==> src/hw/rtl/sapf_pkg.sv <==
`default_nettype none
package sapf_pkg;
	localparam int unsigned CoordW = 32;
	localparam int unsigned IdW = 16;
	localparam int unsigned PosW = 5;
	localparam int unsigned ResultCap = 31;

	typedef enum logic [1:0] {
		OP_CLEAR = 2'd0,
		OP_INSERT = 2'd1,
		OP_SWEEP = 2'd2,
		OP_RSVD = 2'd3
	} opcode_t;

	typedef enum logic [1:0] {
		ERR_OK = 2'd0,
		ERR_FULL = 2'd1,
		ERR_POS = 2'd2
	} err_t;

	// one stored body
	typedef struct packed {
		logic [CoordW-1:0] left;
		logic [CoordW-1:0] right;
		logic [CoordW-1:0] bottom;
		logic [CoordW-1:0] top;
		logic [IdW-1:0] ident;
		logic moving;
		logic asleep;
	} entry_t;

	localparam int unsigned EntryW = $bits(entry_t);

	// controller to datapath
	typedef struct packed {
		logic load_item;
		logic clear;
		logic rd_en;
		logic rd_from_cursor;
		logic wr_shift;
		logic wr_new;
		logic cursor_dec;
		logic cursor_inc;
		logic count_inc;
		logic cap_swept;
		logic hold_pair;
		logic emit_pair;
		logic emit_last;
		logic emit_done;
		err_t emit_err;
	} dp_cmd_t;

	// datapath to controller
	typedef struct packed {
		logic full;
		logic pos_bad;
		logic cursor_zero;
		logic cursor_at_end;
		logic prev_greater;
		logic past_right;
		logic pair_ok;
		logic cap_hit;
		logic held;
	} dp_stat_t;
endpackage
`default_nettype wire

==> src/hw/rtl/sapf_ctrl.sv <==
`default_nettype none
module sapf_ctrl (
	input wire logic clk,
	input wire logic arst_n,
	input wire logic in_valid,
	output logic in_stall,
	input wire logic [1:0] opcode,
	output logic out_valid,
	input wire logic out_stall,
	output sapf_pkg::dp_cmd_t cmd,
	input wire sapf_pkg::dp_stat_t stat
);
	import sapf_pkg::*;

	typedef enum logic [2:0] {
		S_IDLE,
		S_INS_RD,
		S_INS_CHK,
		S_SW_LOAD,
		S_SW_RD,
		S_SW_CHK
	} state_t;

	state_t state_q;
	logic out_free;
	logic sweep_stop;

	assign out_free = !out_valid || !out_stall;
	assign in_stall = (state_q != S_IDLE) || !out_free;
	assign sweep_stop = stat.cursor_at_end || stat.past_right || stat.cap_hit;

	// state and output valid
	always_ff @(posedge clk or negedge arst_n) begin
		if (!arst_n) begin
			state_q <= S_IDLE;
			out_valid <= 1'b0;
		end else begin
			out_valid <= cmd.emit_pair || cmd.emit_done || (out_valid && out_stall);
			case (state_q)
				S_IDLE: begin
					if (in_valid && !in_stall) begin
						case (opcode_t'(opcode))
							OP_INSERT: state_q <= stat.full ? S_IDLE : S_INS_RD;
							OP_SWEEP: state_q <= S_SW_LOAD;
							default: state_q <= S_IDLE;
						endcase
					end
				end
				S_INS_RD: state_q <= S_INS_CHK;
				S_INS_CHK: begin
					if (cmd.emit_done) state_q <= S_IDLE;
				end
				S_SW_LOAD: begin
					if (!stat.pos_bad) begin
						state_q <= S_SW_RD;
					end else if (out_free) begin
						state_q <= S_IDLE;
					end
				end
				S_SW_RD: state_q <= S_SW_CHK;
				S_SW_CHK: begin
					if (out_free) state_q <= sweep_stop ? S_IDLE : S_SW_RD;
				end
				default: state_q <= S_IDLE;
			endcase
		end
	end

	// command decode
	always_comb begin
		cmd = '0;
		cmd.emit_err = ERR_OK;
		case (state_q)
			S_IDLE: begin
				if (in_valid && !in_stall) begin
					cmd.load_item = 1'b1;
					case (opcode_t'(opcode))
						OP_CLEAR: begin
							cmd.clear = 1'b1;
							cmd.emit_done = 1'b1;
						end
						OP_INSERT: begin
							if (stat.full) begin
								cmd.emit_done = 1'b1;
								cmd.emit_err = ERR_FULL;
							end
						end
						OP_SWEEP: ;
						default: cmd.emit_done = 1'b1;
					endcase
				end
			end
			S_INS_RD: begin
				// read the entry below the cursor if there is one
				cmd.rd_en = !stat.cursor_zero;
			end
			S_INS_CHK: begin
				if (!stat.cursor_zero && stat.prev_greater) begin
					cmd.wr_shift = 1'b1;
					cmd.cursor_dec = 1'b1;
					cmd.rd_en = 1'b1;
				end else if (out_free) begin
					cmd.wr_new = 1'b1;
					cmd.count_inc = 1'b1;
					cmd.emit_done = 1'b1;
				end
			end
			S_SW_LOAD: begin
				if (stat.pos_bad) begin
					if (out_free) begin
						cmd.emit_done = 1'b1;
						cmd.emit_err = ERR_POS;
					end
				end else begin
					cmd.cap_swept = 1'b1;
				end
			end
			S_SW_RD: begin
				cmd.rd_en = 1'b1;
				cmd.rd_from_cursor = 1'b1;
			end
			S_SW_CHK: begin
				if (out_free) begin
					if (sweep_stop) begin
						// flush the held pair as the last one, or report no pair
						if (stat.held) begin
							cmd.emit_pair = 1'b1;
							cmd.emit_last = 1'b1;
						end else begin
							cmd.emit_done = 1'b1;
						end
					end else begin
						cmd.cursor_inc = 1'b1;
						if (stat.pair_ok) begin
							cmd.hold_pair = 1'b1;
							cmd.emit_pair = stat.held;
						end
					end
				end
			end
			default: ;
		endcase
	end
endmodule
`default_nettype wire

==> config.mk <==
export PLATFORM = sky130hd
export DESIGN_NAME = sapf_ctrl
export DESIGN_NICKNAME = d
export VERILOG_FILES = /design/src/hw/rtl/sapf_pkg.sv /design/src/hw/rtl/sapf_ctrl.sv
export SDC_FILE = /design/constraint.sdc
export NUM_CORES = 1
export LEC_CHECK = 0
export BUFFER_PORTS_ARGS = -buffer_cell sky130_fd_sc_hd__clkbuf_2
export CAP_MARGIN = 20
export CORE_MARGIN = 3
export CORE_UTILIZATION = 35
export CTS_CLUSTER_SIZE = 24
export DETAILED_ROUTE_END_ITERATION = 10
export PLACE_DENSITY = 0.69
export SYNTH_ARGS = -nofsm -noshare
export SYNTH_HDL_FRONTEND = slang
export SYNTH_SLANG_ARGS = --single-unit
==> constraint.sdc <==
create_clock -name clk -period 4.05 [get_ports clk]
set_input_delay 0.81 -clock clk [delete_from_list [all_inputs] [get_ports clk]]
set_output_delay 0.81 -clock clk [all_outputs]
set_load 0.01 [all_outputs]
After elaboration in Yosys (flattened, before gate mapping):

Index checks and enable logic that the tools add are counted.

* flip-flop bits (word level): 4
* input port bits: 15
* output and inout bits: 18
* logic and storage cells: 71

* equality and inequality tests: 11
* mux-type cells: 40
* reductions and logical operators: 18

Operators with widths (number)
* 3-bit 2-to-1 mux: 12
* 3-bit case mux with 6 select lines: 1
* 1-bit 2-to-1 mux: 15
* 2-bit 2-to-1 mux: 6
* 2-bit case mux with 2 select lines: 2
* 3-bit by 2-bit equality test with 1-bit output, second input constant: 2
* 3-bit equality test, second input constant: 2
* 1-bit logical OR: 6
* 2-bit inequality test, second input constant: 3
* 1-bit logical NOT: 5
* 4-bit 2-to-1 mux: 1
* 1-bit case mux with 4 select lines: 1
* 4-bit AND reduction: 1
* 3-bit by 1-bit equality test with 1-bit output, second input constant: 1
* 1-bit logical AND: 3
* 3-bit logical NOT: 1
* 3-bit inequality test, second input constant: 1
* 1-bit case mux with 3 select lines: 1
* 3-bit nonzero test: 1
* 2-bit by 1-bit equality test with 1-bit output, second input constant: 1
* 2-bit equality test, second input constant: 1
* 2-bit logical NOT: 1
* 1-bit case mux with 2 select lines: 1

Longest topological paths before layout:

Gate-level depths: netlist (run 1).

* depth after elaboration: 10
* depth in mapped cells: 6
* depth with buffers taken out: 6

Least setup slack after synthesis (run 1):

Ideal clock, no wire load.

* path type: input to output
* from: input opcode[1]
* to: output cmd[2] in the netlist's numbering
* arrival time: 1632 ps
* required time: 3240 ps
* slack: 1608 ps
* cell stages on the path: 5
* path buffers: 0
* cell sequence: inv_1 > ha_1 > nor2b_1 > o32a_2 > o31ai_1

RTL lines
* from (decl): RTL line sapf_ctrl.sv:7 `input wire logic [1:0] opcode,`
* to (decl): RTL line sapf_ctrl.sv:10 `output sapf_pkg::dp_cmd_t cmd,`

==> impl_metrics.csv, run 1 <==
group,metric,value,unit
cts,path_clk_slew,0.04,ns
cells_and_area,drive_gt1_share,38.2,%
worst_setup_path,ff2ff_path_depth,4,
cells_and_area,nets,123,
cts,insertion_delay,0.23,ns
yosys,yosys_warnings,0,
cells_and_area,areaGrowthSynthToFinish,33.4,%
floorplan,ios,33,
worst_setup_path,path_max_fanout,5,
cts,cts_tree,"built",
yosys,synthTopCellsByCount,"nor2_1, nand2_1, inv_1, nand3_1",
worst_setup_path,cp-start-kind,"primary input",
yosys,synth_top_area_share,19.8,%
worst_setup_path,cp_num_buf_inv,2,
cells_and_area,finalNonFillerCells,117,
power,max-vdd-ir-drop,0.000187,V
global_route,grt_pass1_wl,1980,µm
cts,cts_root_buf,"clkbuf_4",
yosys,synth_seq_area_share,19.8,%
placement,dp.cells,114,
worst_hold_path,min_path_type,"primary input to asynchronous set/reset pin",
cts,cts.sinks,4,
power,p_leak,0.371,nW
global_route,grt_max_degree,18,
worst_setup_path,cp.required,3.24,ns
worst_setup_path,critical_path.top_delay_family,"compound AO/OA/AOI/OAI gates",
timing,setup_viol,0,
worst_setup_path,path_cells,"clkbuf_2 > a21oi_2 > nand3_1 > o32a_2 > o31ai_1 > clkbuf_2",
cells_and_area,seqCellArea,100,µm²
floorplan,coreArea,1330,µm²
floorplan,die_area,1940,µm²
routing,detail_route.wl_per_cell,10.6,µm
cells_and_area,multi_input_area,350,µm²
routing,firstDrtPassIters,4,
worst_setup_path,slowest_delay,0.42,ns
yosys,syn_nets,92,
global_route,antenna_found_initial,0,
routing,vias,598,
timing,rsz0062_at_grt,"no",
yosys,yosysMostFrequentCell,"nor2_1",
floorplan,rows,13,
yosys,synth_cells,73,
worst_setup_path,crit_top_cell,"clkbuf_2",
worst_setup_path,critPathSlowestCell,"o32a_2",
routing,route.detailed.drc,0,
cts,cts.path.max_buffers,2,
timing,slew_violations,0,
placement,gp_congestion,0.731,
timing,min_period,2.77,ns
cts,cts-buffers-inserted,3,
placement,io_buffers,32,
power,power.density,528,nW/µm²
yosys,synth-seq-cells,4,
worst_setup_path,path_class,"primary input to output port",
timing,max_freq,361,MHz
cts,htreeDepth,1,
yosys,synth.cell_area,505,µm²
cells_and_area,fillCellCount,146,
worst_setup_path,cp.depth,6,
floorplan,die_h,44.0,µm
floorplan,initial_utilization,37.9,%
timing,skew,0.00147,ns
cts,post_cts_resized,0,
yosys,synth_top_area_cell,"dfrtp_1",
timing,whs,0.376,ns
routing,ant_nets,0,
global_route,grt.total_usage,13.5,%
yosys,async_flop_share,100,%
timing,max_slew_margin,67.2,%
cells_and_area,n_antenna_cell,0,
timing,hold_violations,0,
global_route,grt_pass1_vias,478,
floorplan,die_w,44.0,µm
yosys,synth.area.top_cells,"dfrtp_1, ha_1, nor2_1",
timing,period_share,68.4,%
timing,setup-tns-final,0,ns
run,maxCapViolCount,0,
routing,finalWirelength,1240,µm
routing,drt_iter0_markers,20,
yosys,synth_ff_type,"dfrtp_1",
yosys,synth_cell_types,27,
worst_setup_path,cp.arrival,1.96,ns
routing,via_per_inst,5.11,
yosys,synth_edf_count,0,
timing,worst_pin_slew,0.492,ns
cts,cts_hold_buf,0,
placement,hpwl,1060,µm
global_route,grt-ovfl-total,0,
yosys,syn_area_per_cell,6.92,µm²
worst_setup_path,crit_path_end_kind,"output port",
cts,post_cts_buffers,0,
run_status,status,"complete, no violations",
## stage by stage
step	util [%]	power, W	cell area [µm²]	setup slack [ns]
final	50.6	0.000356	674	1.28
after global routing	50.6	0.000391	674	1.17
after CTS	50.6	0.000361	674	1.28
after detailed placement	48.9	0.000311	652	1.28
after global placement	48.9	0.000308	652	1.26
after floorplan	-	0.000249	505	1.61
## metal layers
metal  GRT usage, %  wire length (µm)
met1           18.3               571
met4           5.42                 0
met5              0                 0
met3           2.90                89
met2           20.6               580
## final cells by class
type                            count  share of cell area, %
Clock buffer                        3                   3.34
Inverter                            6                   3.34
Multi-Input combinational cell     57                   51.9
Sequential cell                     4                   14.8
Tap cell                           15                   2.78
Timing Repair Buffer               32                   23.7
## sequential cells by signal (all words and copies together), names as in the netlist
| signal | cells |
|---|---|
| out_valid | 1 |
| state_q | 3 |
## logic make-up (layout without fill, tap and decap cells)
logic type	Yosys count	in the layout	share of synthesized area (%)
and+or+nand+nor	40	40	40.3
xor gates and xnor gates	1	1	1.73
AOI/OAI and AO/OA	12	12	17.3
adders and majority gates	4	4	9.90
DFF	4	4	19.8
buffers and inverters	12	41	10.9
## placed cells by master, fill, tap and decap left out, types with 2 or more instances in the layout
master	netlist	routed
clkbuf_2	0	32
nor2_1	10	10
nand2_1	8	8
inv_1	6	6
nand3_1	6	6
nor3_1	4	4
ha_1	4	4
dfrtp_1	4	4
nand2b_1	3	3
and2_1	3	3
clkbuf_4	0	3
o21ai_0	2	2
nor2b_1	2	2
o31ai_1	2	2
a21oi_1	2	2
## worst paths after layout
check,startpoint,to,slack (ns)
worst min register to register,state_q[1],state_q[0],0.67
worst max-delay path,out_stall,cmd[2],1.28
max in group asynchronous,arst_n,state_q[0],3.56
worst max register to register,state_q[0],out_valid,2.36
worst min-delay path,arst_n,out_valid,0.38
min in group clk,state_q[1],state_q[0],0.67
## power breakdown
group / switching, W / total, W / internal [W] / leakage (nW)
Combinational: 0.000111 / 0.000202 / 0.0000915 / 0.306
Clock: 0.0000153 / 0.0000484 / 0.0000331 / 0.0138
Sequential: 0.0000483 / 0.000105 / 0.0000569 / 0.0513
Total: 0.000175 / 0.000356 / 0.000182 / 0.371
Power figures use the tool's default switching activity.
==> run 2, diff against run 1 <==
--- a/config.mk
+++ b/config.mk
@@ -11,7 +11,7 @@
 export CORE_UTILIZATION = 35
 export CTS_CLUSTER_SIZE = 24
 export DETAILED_ROUTE_END_ITERATION = 10
-export PLACE_DENSITY = 0.69
+export PLACE_DENSITY = 0.71
 export SYNTH_ARGS = -nofsm -noshare
 export SYNTH_HDL_FRONTEND = slang
 export SYNTH_SLANG_ARGS = --single-unit
==> constraint.sdc (replaced) <==
create_clock -name clk -period 2.48 [get_ports clk]
set_input_delay 0.496 -clock clk [delete_from_list [all_inputs] [get_ports clk]]
set_output_delay 0.496 -clock clk [all_outputs]
set_load 0.01 [all_outputs]
==> impl_metrics.csv, run 2 (synthesis gave the netlist of run 1 again) <==
group,metric,value,unit
run_status,status,"complete, no violations",
global_route,grt_pass1_wl,2140,µm
worst_setup_path,path_max_fanout,9,
routing,route.detailed.drc,0,
cts,post_cts_resized,0,
placement,hpwl,1140,µm
cells_and_area,fillCellCount,135,
timing,whs,0.0571,ns
worst_setup_path,cp.required,1.98,ns
timing,hold_violations,0,
global_route,antenna_found_initial,0,
placement,io_buffers,32,
timing,max_freq,432,MHz
timing,slew_violations,0,
cts,cts.sinks,4,
worst_hold_path,min_path_type,"primary input to asynchronous set/reset pin",
timing,skew,0.00476,ns
placement,gp_congestion,0.807,
cells_and_area,regMostFlops,"state_q",
floorplan,die_area,1940,µm²
floorplan,initial_utilization,37.9,%
placement,placed_cell_area,659,µm²
cells_and_area,layout_commonest_cell,"clkbuf_2",
cts,path_clk_slew,0.04,ns
cells_and_area,nets,124,
timing,worst_pin_slew,0.345,ns
routing,drt_iter0_markers,18,
global_route,grt.total_usage,14.5,%
timing,rsz0062_at_grt,"no",
floorplan,die_w,44.0,µm
routing,via_per_inst,5.24,
cells_and_area,drive_gt1_share,38.8,%
floorplan,rows,13,
cells_and_area,areaGrowthSynthToFinish,34.9,%
floorplan,coreArea,1330,µm²
cts,cts-buffers-inserted,3,
timing,max_slew_margin,77.0,%
cts,post_cts_buffers,0,
timing,setup_viol,0,
routing,vias,618,
worst_setup_path,crit_path_end_kind,"output port",
cts,htreeDepth,1,
floorplan,ios,33,
cts,cts_root_buf,"clkbuf_4",
run,maxCapViolCount,0,
timing,setup-tns-final,0,ns
power,p_leak,0.376,nW
worst_setup_path,cp-start-kind,"flop",
routing,ant_nets,0,
timing,min_period,2.32,ns
cts,cts_hold_buf,0,
power,max-vdd-ir-drop,0.000388,V
power,power.density,878,nW/µm²
cts,insertion_delay,0.24,ns
cells_and_area,top_regs,"state_q (3), out_valid (1)",
global_route,grt_max_degree,17,
cells_and_area,n_antenna_cell,0,
cts,cts.path.max_buffers,2,
power,power,0.000598,W
cells_and_area,fin_area,682,µm²
worst_setup_path,path_class,"flop to output port",
worst_setup_path,cp.arrival,1.82,ns
cells_and_area,final_cell_mix,"clkbuf_2, nor2_1, nand2_1",
timing,period_share,93.4,%
routing,detail_route.wl_per_cell,11.4,µm
routing,finalWirelength,1350,µm
routing,firstDrtPassIters,4,
global_route,grt_pass1_vias,519,
floorplan,die_h,44.0,µm
cells_and_area,largest_register_ffs,3,
global_route,grt-ovfl-total,0,
cts,cts_tree,"built",
run 2: changes by cell type in the layout (fill, tap and decap cells not counted):
cell,delta
buf_4,+1
run 2: report_power, final:
group	switching, W	internal, W
combinational	0.000213	0.000158
sequential	0.0000527	0.0000934
clock	0.0000266	0.0000541
run 2: routing by layer:
| layer | vias up | share of wire [%] | track usage, % |
|---|---|---|---|
| li1 | 314 | - | - |
| met1 | 273 | 46 | 20.2 |
| met5 | - | 0 | 0 |
| met3 | 0 | 9.4 | 4.15 |
| met4 | 0 | 0 | 3.61 |
| met2 | 31 | 45 | 21.8 |
run 2: path summary, 6_finish.rpt:
| kind | end | cells after the start | slack [ns] | from |
|---|---|---|---|---|
| hold reg to reg | state_q[1] | 1 | 0.67 | state_q[2] |
| min in group clk | state_q[1] | 3 | 0.55 | in_valid |
| setup reg to reg | out_valid | 4 | 0.89 | state_q[1] |
| max in group asynchronous | out_valid | 1 | 2.30 | arst_n |
| setup / recovery | cmd[2] | 5 | 0.16 | state_q[1] |
| hold / removal | state_q[1] | 1 | 0.06 | arst_n |
run 2: area by class of cell:
type | instances | area, µm² | share of cell area, %
clock buffer | 3 | 22.5 | 3.30
inverter | 6 | 22.5 | 3.30
multi-input combinational | 57 | 350 | 51.4
timing repair buffer | 33 | 168 | 24.6
tap | 15 | 18.8 | 2.75
sequential | 4 | 100 | 14.7
run 2: stage by stage:
stage / instances / utilization, % / worst slack (ns)
global route: 118 / 51.1 / 0.0939
finish: 118 / 51.1 / 0.163
global placement: 115 / 49.4 / 0.329
detailed placement: 115 / 49.4 / 0.320
CTS: 118 / 51.1 / 0.180
floorplan: 73 / - / 0.666
run 2: worst max-delay path: stages, from the launching register on:
cell and delay, ns:
dfrtp_1 0.48, a21oi_2 0.27, nand3_1 0.18, o32a_2 0.42, o31ai_1 0.07, clkbuf_2 0.17
==> run 3, diff against run 2 <==
--- a/config.mk
+++ b/config.mk
@@ -7,11 +7,14 @@
 export LEC_CHECK = 0
 export BUFFER_PORTS_ARGS = -buffer_cell sky130_fd_sc_hd__clkbuf_2
 export CAP_MARGIN = 20
+export CELL_PAD_IN_SITES_DETAIL_PLACEMENT = 1
+export CELL_PAD_IN_SITES_GLOBAL_PLACEMENT = 1
+export CORE_ASPECT_RATIO = 1.25
 export CORE_MARGIN = 3
-export CORE_UTILIZATION = 35
+export CORE_UTILIZATION = 24
 export CTS_CLUSTER_SIZE = 24
 export DETAILED_ROUTE_END_ITERATION = 10
-export PLACE_DENSITY = 0.71
+export PLACE_DENSITY_LB_ADDON = 0.1
 export SYNTH_ARGS = -nofsm -noshare
 export SYNTH_HDL_FRONTEND = slang
 export SYNTH_SLANG_ARGS = --single-unit
==> impl_metrics.csv, run 3 (synthesis gave the netlist of run 1 again) <==
group,metric,value,unit
worst_setup_path,slowest_delay,0.48,ns
cts,post_cts_resized,0,
timing,period_share,92.6,%
cells_and_area,drive_gt1_share,38.8,%
global_route,grt_pass1_wl,2810,µm
worst_setup_path,cp-start-kind,"flop",
timing,worst_pin_slew,0.362,ns
global_route,grt-ovfl-total,0,
cells_and_area,final_cell_mix,"clkbuf_2, nor2_1, nand2_1",
placement,gp_congestion,0.738,
run_status,status,"complete, no violations",
timing,hold_violations,0,
global_route,grt.total_usage,14.5,%
worst_setup_path,path_cells,"a21oi_2 > nand3_1 > o32a_2 > o31ai_1 > clkbuf_2",
floorplan,die_area,2700,µm²
worst_setup_path,crit_path_end_kind,"output port",
cts,cts.sinks,4,
cells_and_area,areaGrowthSynthToFinish,35.9,%
cells_and_area,largest_register_ffs,3,
timing,skew,0.00232,ns
run,maxCapViolCount,0,
cells_and_area,layout_commonest_cell,"clkbuf_2",
timing,max_slew_margin,75.9,%
floorplan,initial_utilization,27.0,%
cts,htreeDepth,1,
worst_setup_path,cp.arrival,1.80,ns
worst_hold_path,min_path_type,"primary input to asynchronous set/reset pin",
worst_setup_path,path_max_fanout,9,
routing,detail_route.wl_per_cell,13.0,µm
floorplan,coreArea,1870,µm²
cells_and_area,top_regs,"state_q (3), out_valid (1)",
worst_setup_path,cp.required,1.98,ns
routing,route.detailed.drc,0,
worst_setup_path,critPathSlowestCell,"dfrtp_1",
timing,slew_violations,0,
global_route,grt_max_degree,17,
cts,cts.path.max_buffers,2,
cts,post_cts_buffers,0,
cells_and_area,nets,124,
power,max-vdd-ir-drop,0.000277,V
cts,path_clk_slew,0.04,ns
routing,vias,628,
timing,min_period,2.30,ns
floorplan,die_h,57.3,µm
cells_and_area,regMostFlops,"state_q",
timing,setup_slack,0.183,ns
cells_and_area,n_antenna_cell,0,
routing,firstDrtPassIters,4,
cts,cts_root_buf,"clkbuf_4",
floorplan,rows,17,
cts,cts-buffers-inserted,3,
global_route,antenna_found_initial,0,
timing,setup_viol,0,
placement,io_buffers,32,
power,power.density,890,nW/µm²
routing,via_per_inst,5.15,
floorplan,die_w,47.1,µm
timing,whs,0.0561,ns
timing,rsz0062_at_grt,"no",
timing,max_freq,435,MHz
cts,cts_hold_buf,0,
cts,cts_tree,"built",
power,p_leak,0.376,nW
global_route,grt_pass1_vias,620,
routing,drt_iter0_markers,9,
placement,post-place-ws,0.317,ns
floorplan,ios,33,
routing,finalWirelength,1590,µm
routing,ant_nets,0,
worst_setup_path,path_class,"flop to output port",
placement,hpwl,1320,µm
timing,setup-tns-final,0,ns
cts,insertion_delay,0.24,ns
==> run 3: cell counts in the layout (fill, tap and decap cells not counted) <==
Identical to the previous run, type by type.
==> run 3: per-stage QoR <==
step	area (µm²)	std cells	util [%]	total power [W]
floorplan	505	73	-	0.000406
global route	687	122	36.7	0.000695
global placement	664	119	35.5	0.000536
detailed placement	664	119	35.5	0.000535
CTS	687	122	36.7	0.000626
finish	687	122	36.7	0.000611
==> run 3: worst paths after layout <==
path / startpoint / endpoint / slack, ns / cells past startpoint
worst max-delay path: state_q[1] / cmd[2] / 0.18 / 5
worst min-delay path: arst_n / state_q[0] / 0.06 / 1
worst max register to register: state_q[2] / out_valid / 0.91 / 3
worst min register to register: state_q[1] / state_q[0] / 0.68 / 1
max in group asynchronous: arst_n / state_q[2] / 2.30 / 1
min in group clk: in_valid / state_q[1] / 0.57 / 3
==> run 3: cell type report <==
| type | instances | area (µm²) |
|---|---|---|
| well taps | 19 | 23.8 |
| flip-flops and latches | 4 | 100 |
| fillers | 264 | 1180 |
| multi-input cells | 57 | 350 |
| repair buffers | 33 | 168 |
| inverters | 6 | 22.5 |
| clock buffers | 3 | 22.5 |
==> run 3: critical path, delay by kind of cell, from the launching register on <==
family	cells	cell delay [ns]
AO/OA/AOI/OAI	3	0.75
AND/OR/NAND/NOR	1	0.16
buffers and inverters	1	0.17
flip-flops	1	0.48
==> run 3: routing by layer <==
layer  GRT usage, %  routed length [µm]  vias up
li1               -                   -      308
met1           17.4                 651      285
met2           22.1                 759       30
met3           3.15                 124        5
met4           9.49                  51        0
met5              0                   0        -
==> run 3: report_power, final <==
| part | total (W) | switching, W | internal, W | leakage (nW) |
|---|---|---|---|---|
| Combinational | 0.000383 | 0.000225 | 0.000158 | 0.311 |
| Sequential | 0.000146 | 0.0000528 | 0.0000935 | 0.0513 |
| Clock | 0.0000824 | 0.0000282 | 0.0000542 | 0.0138 |
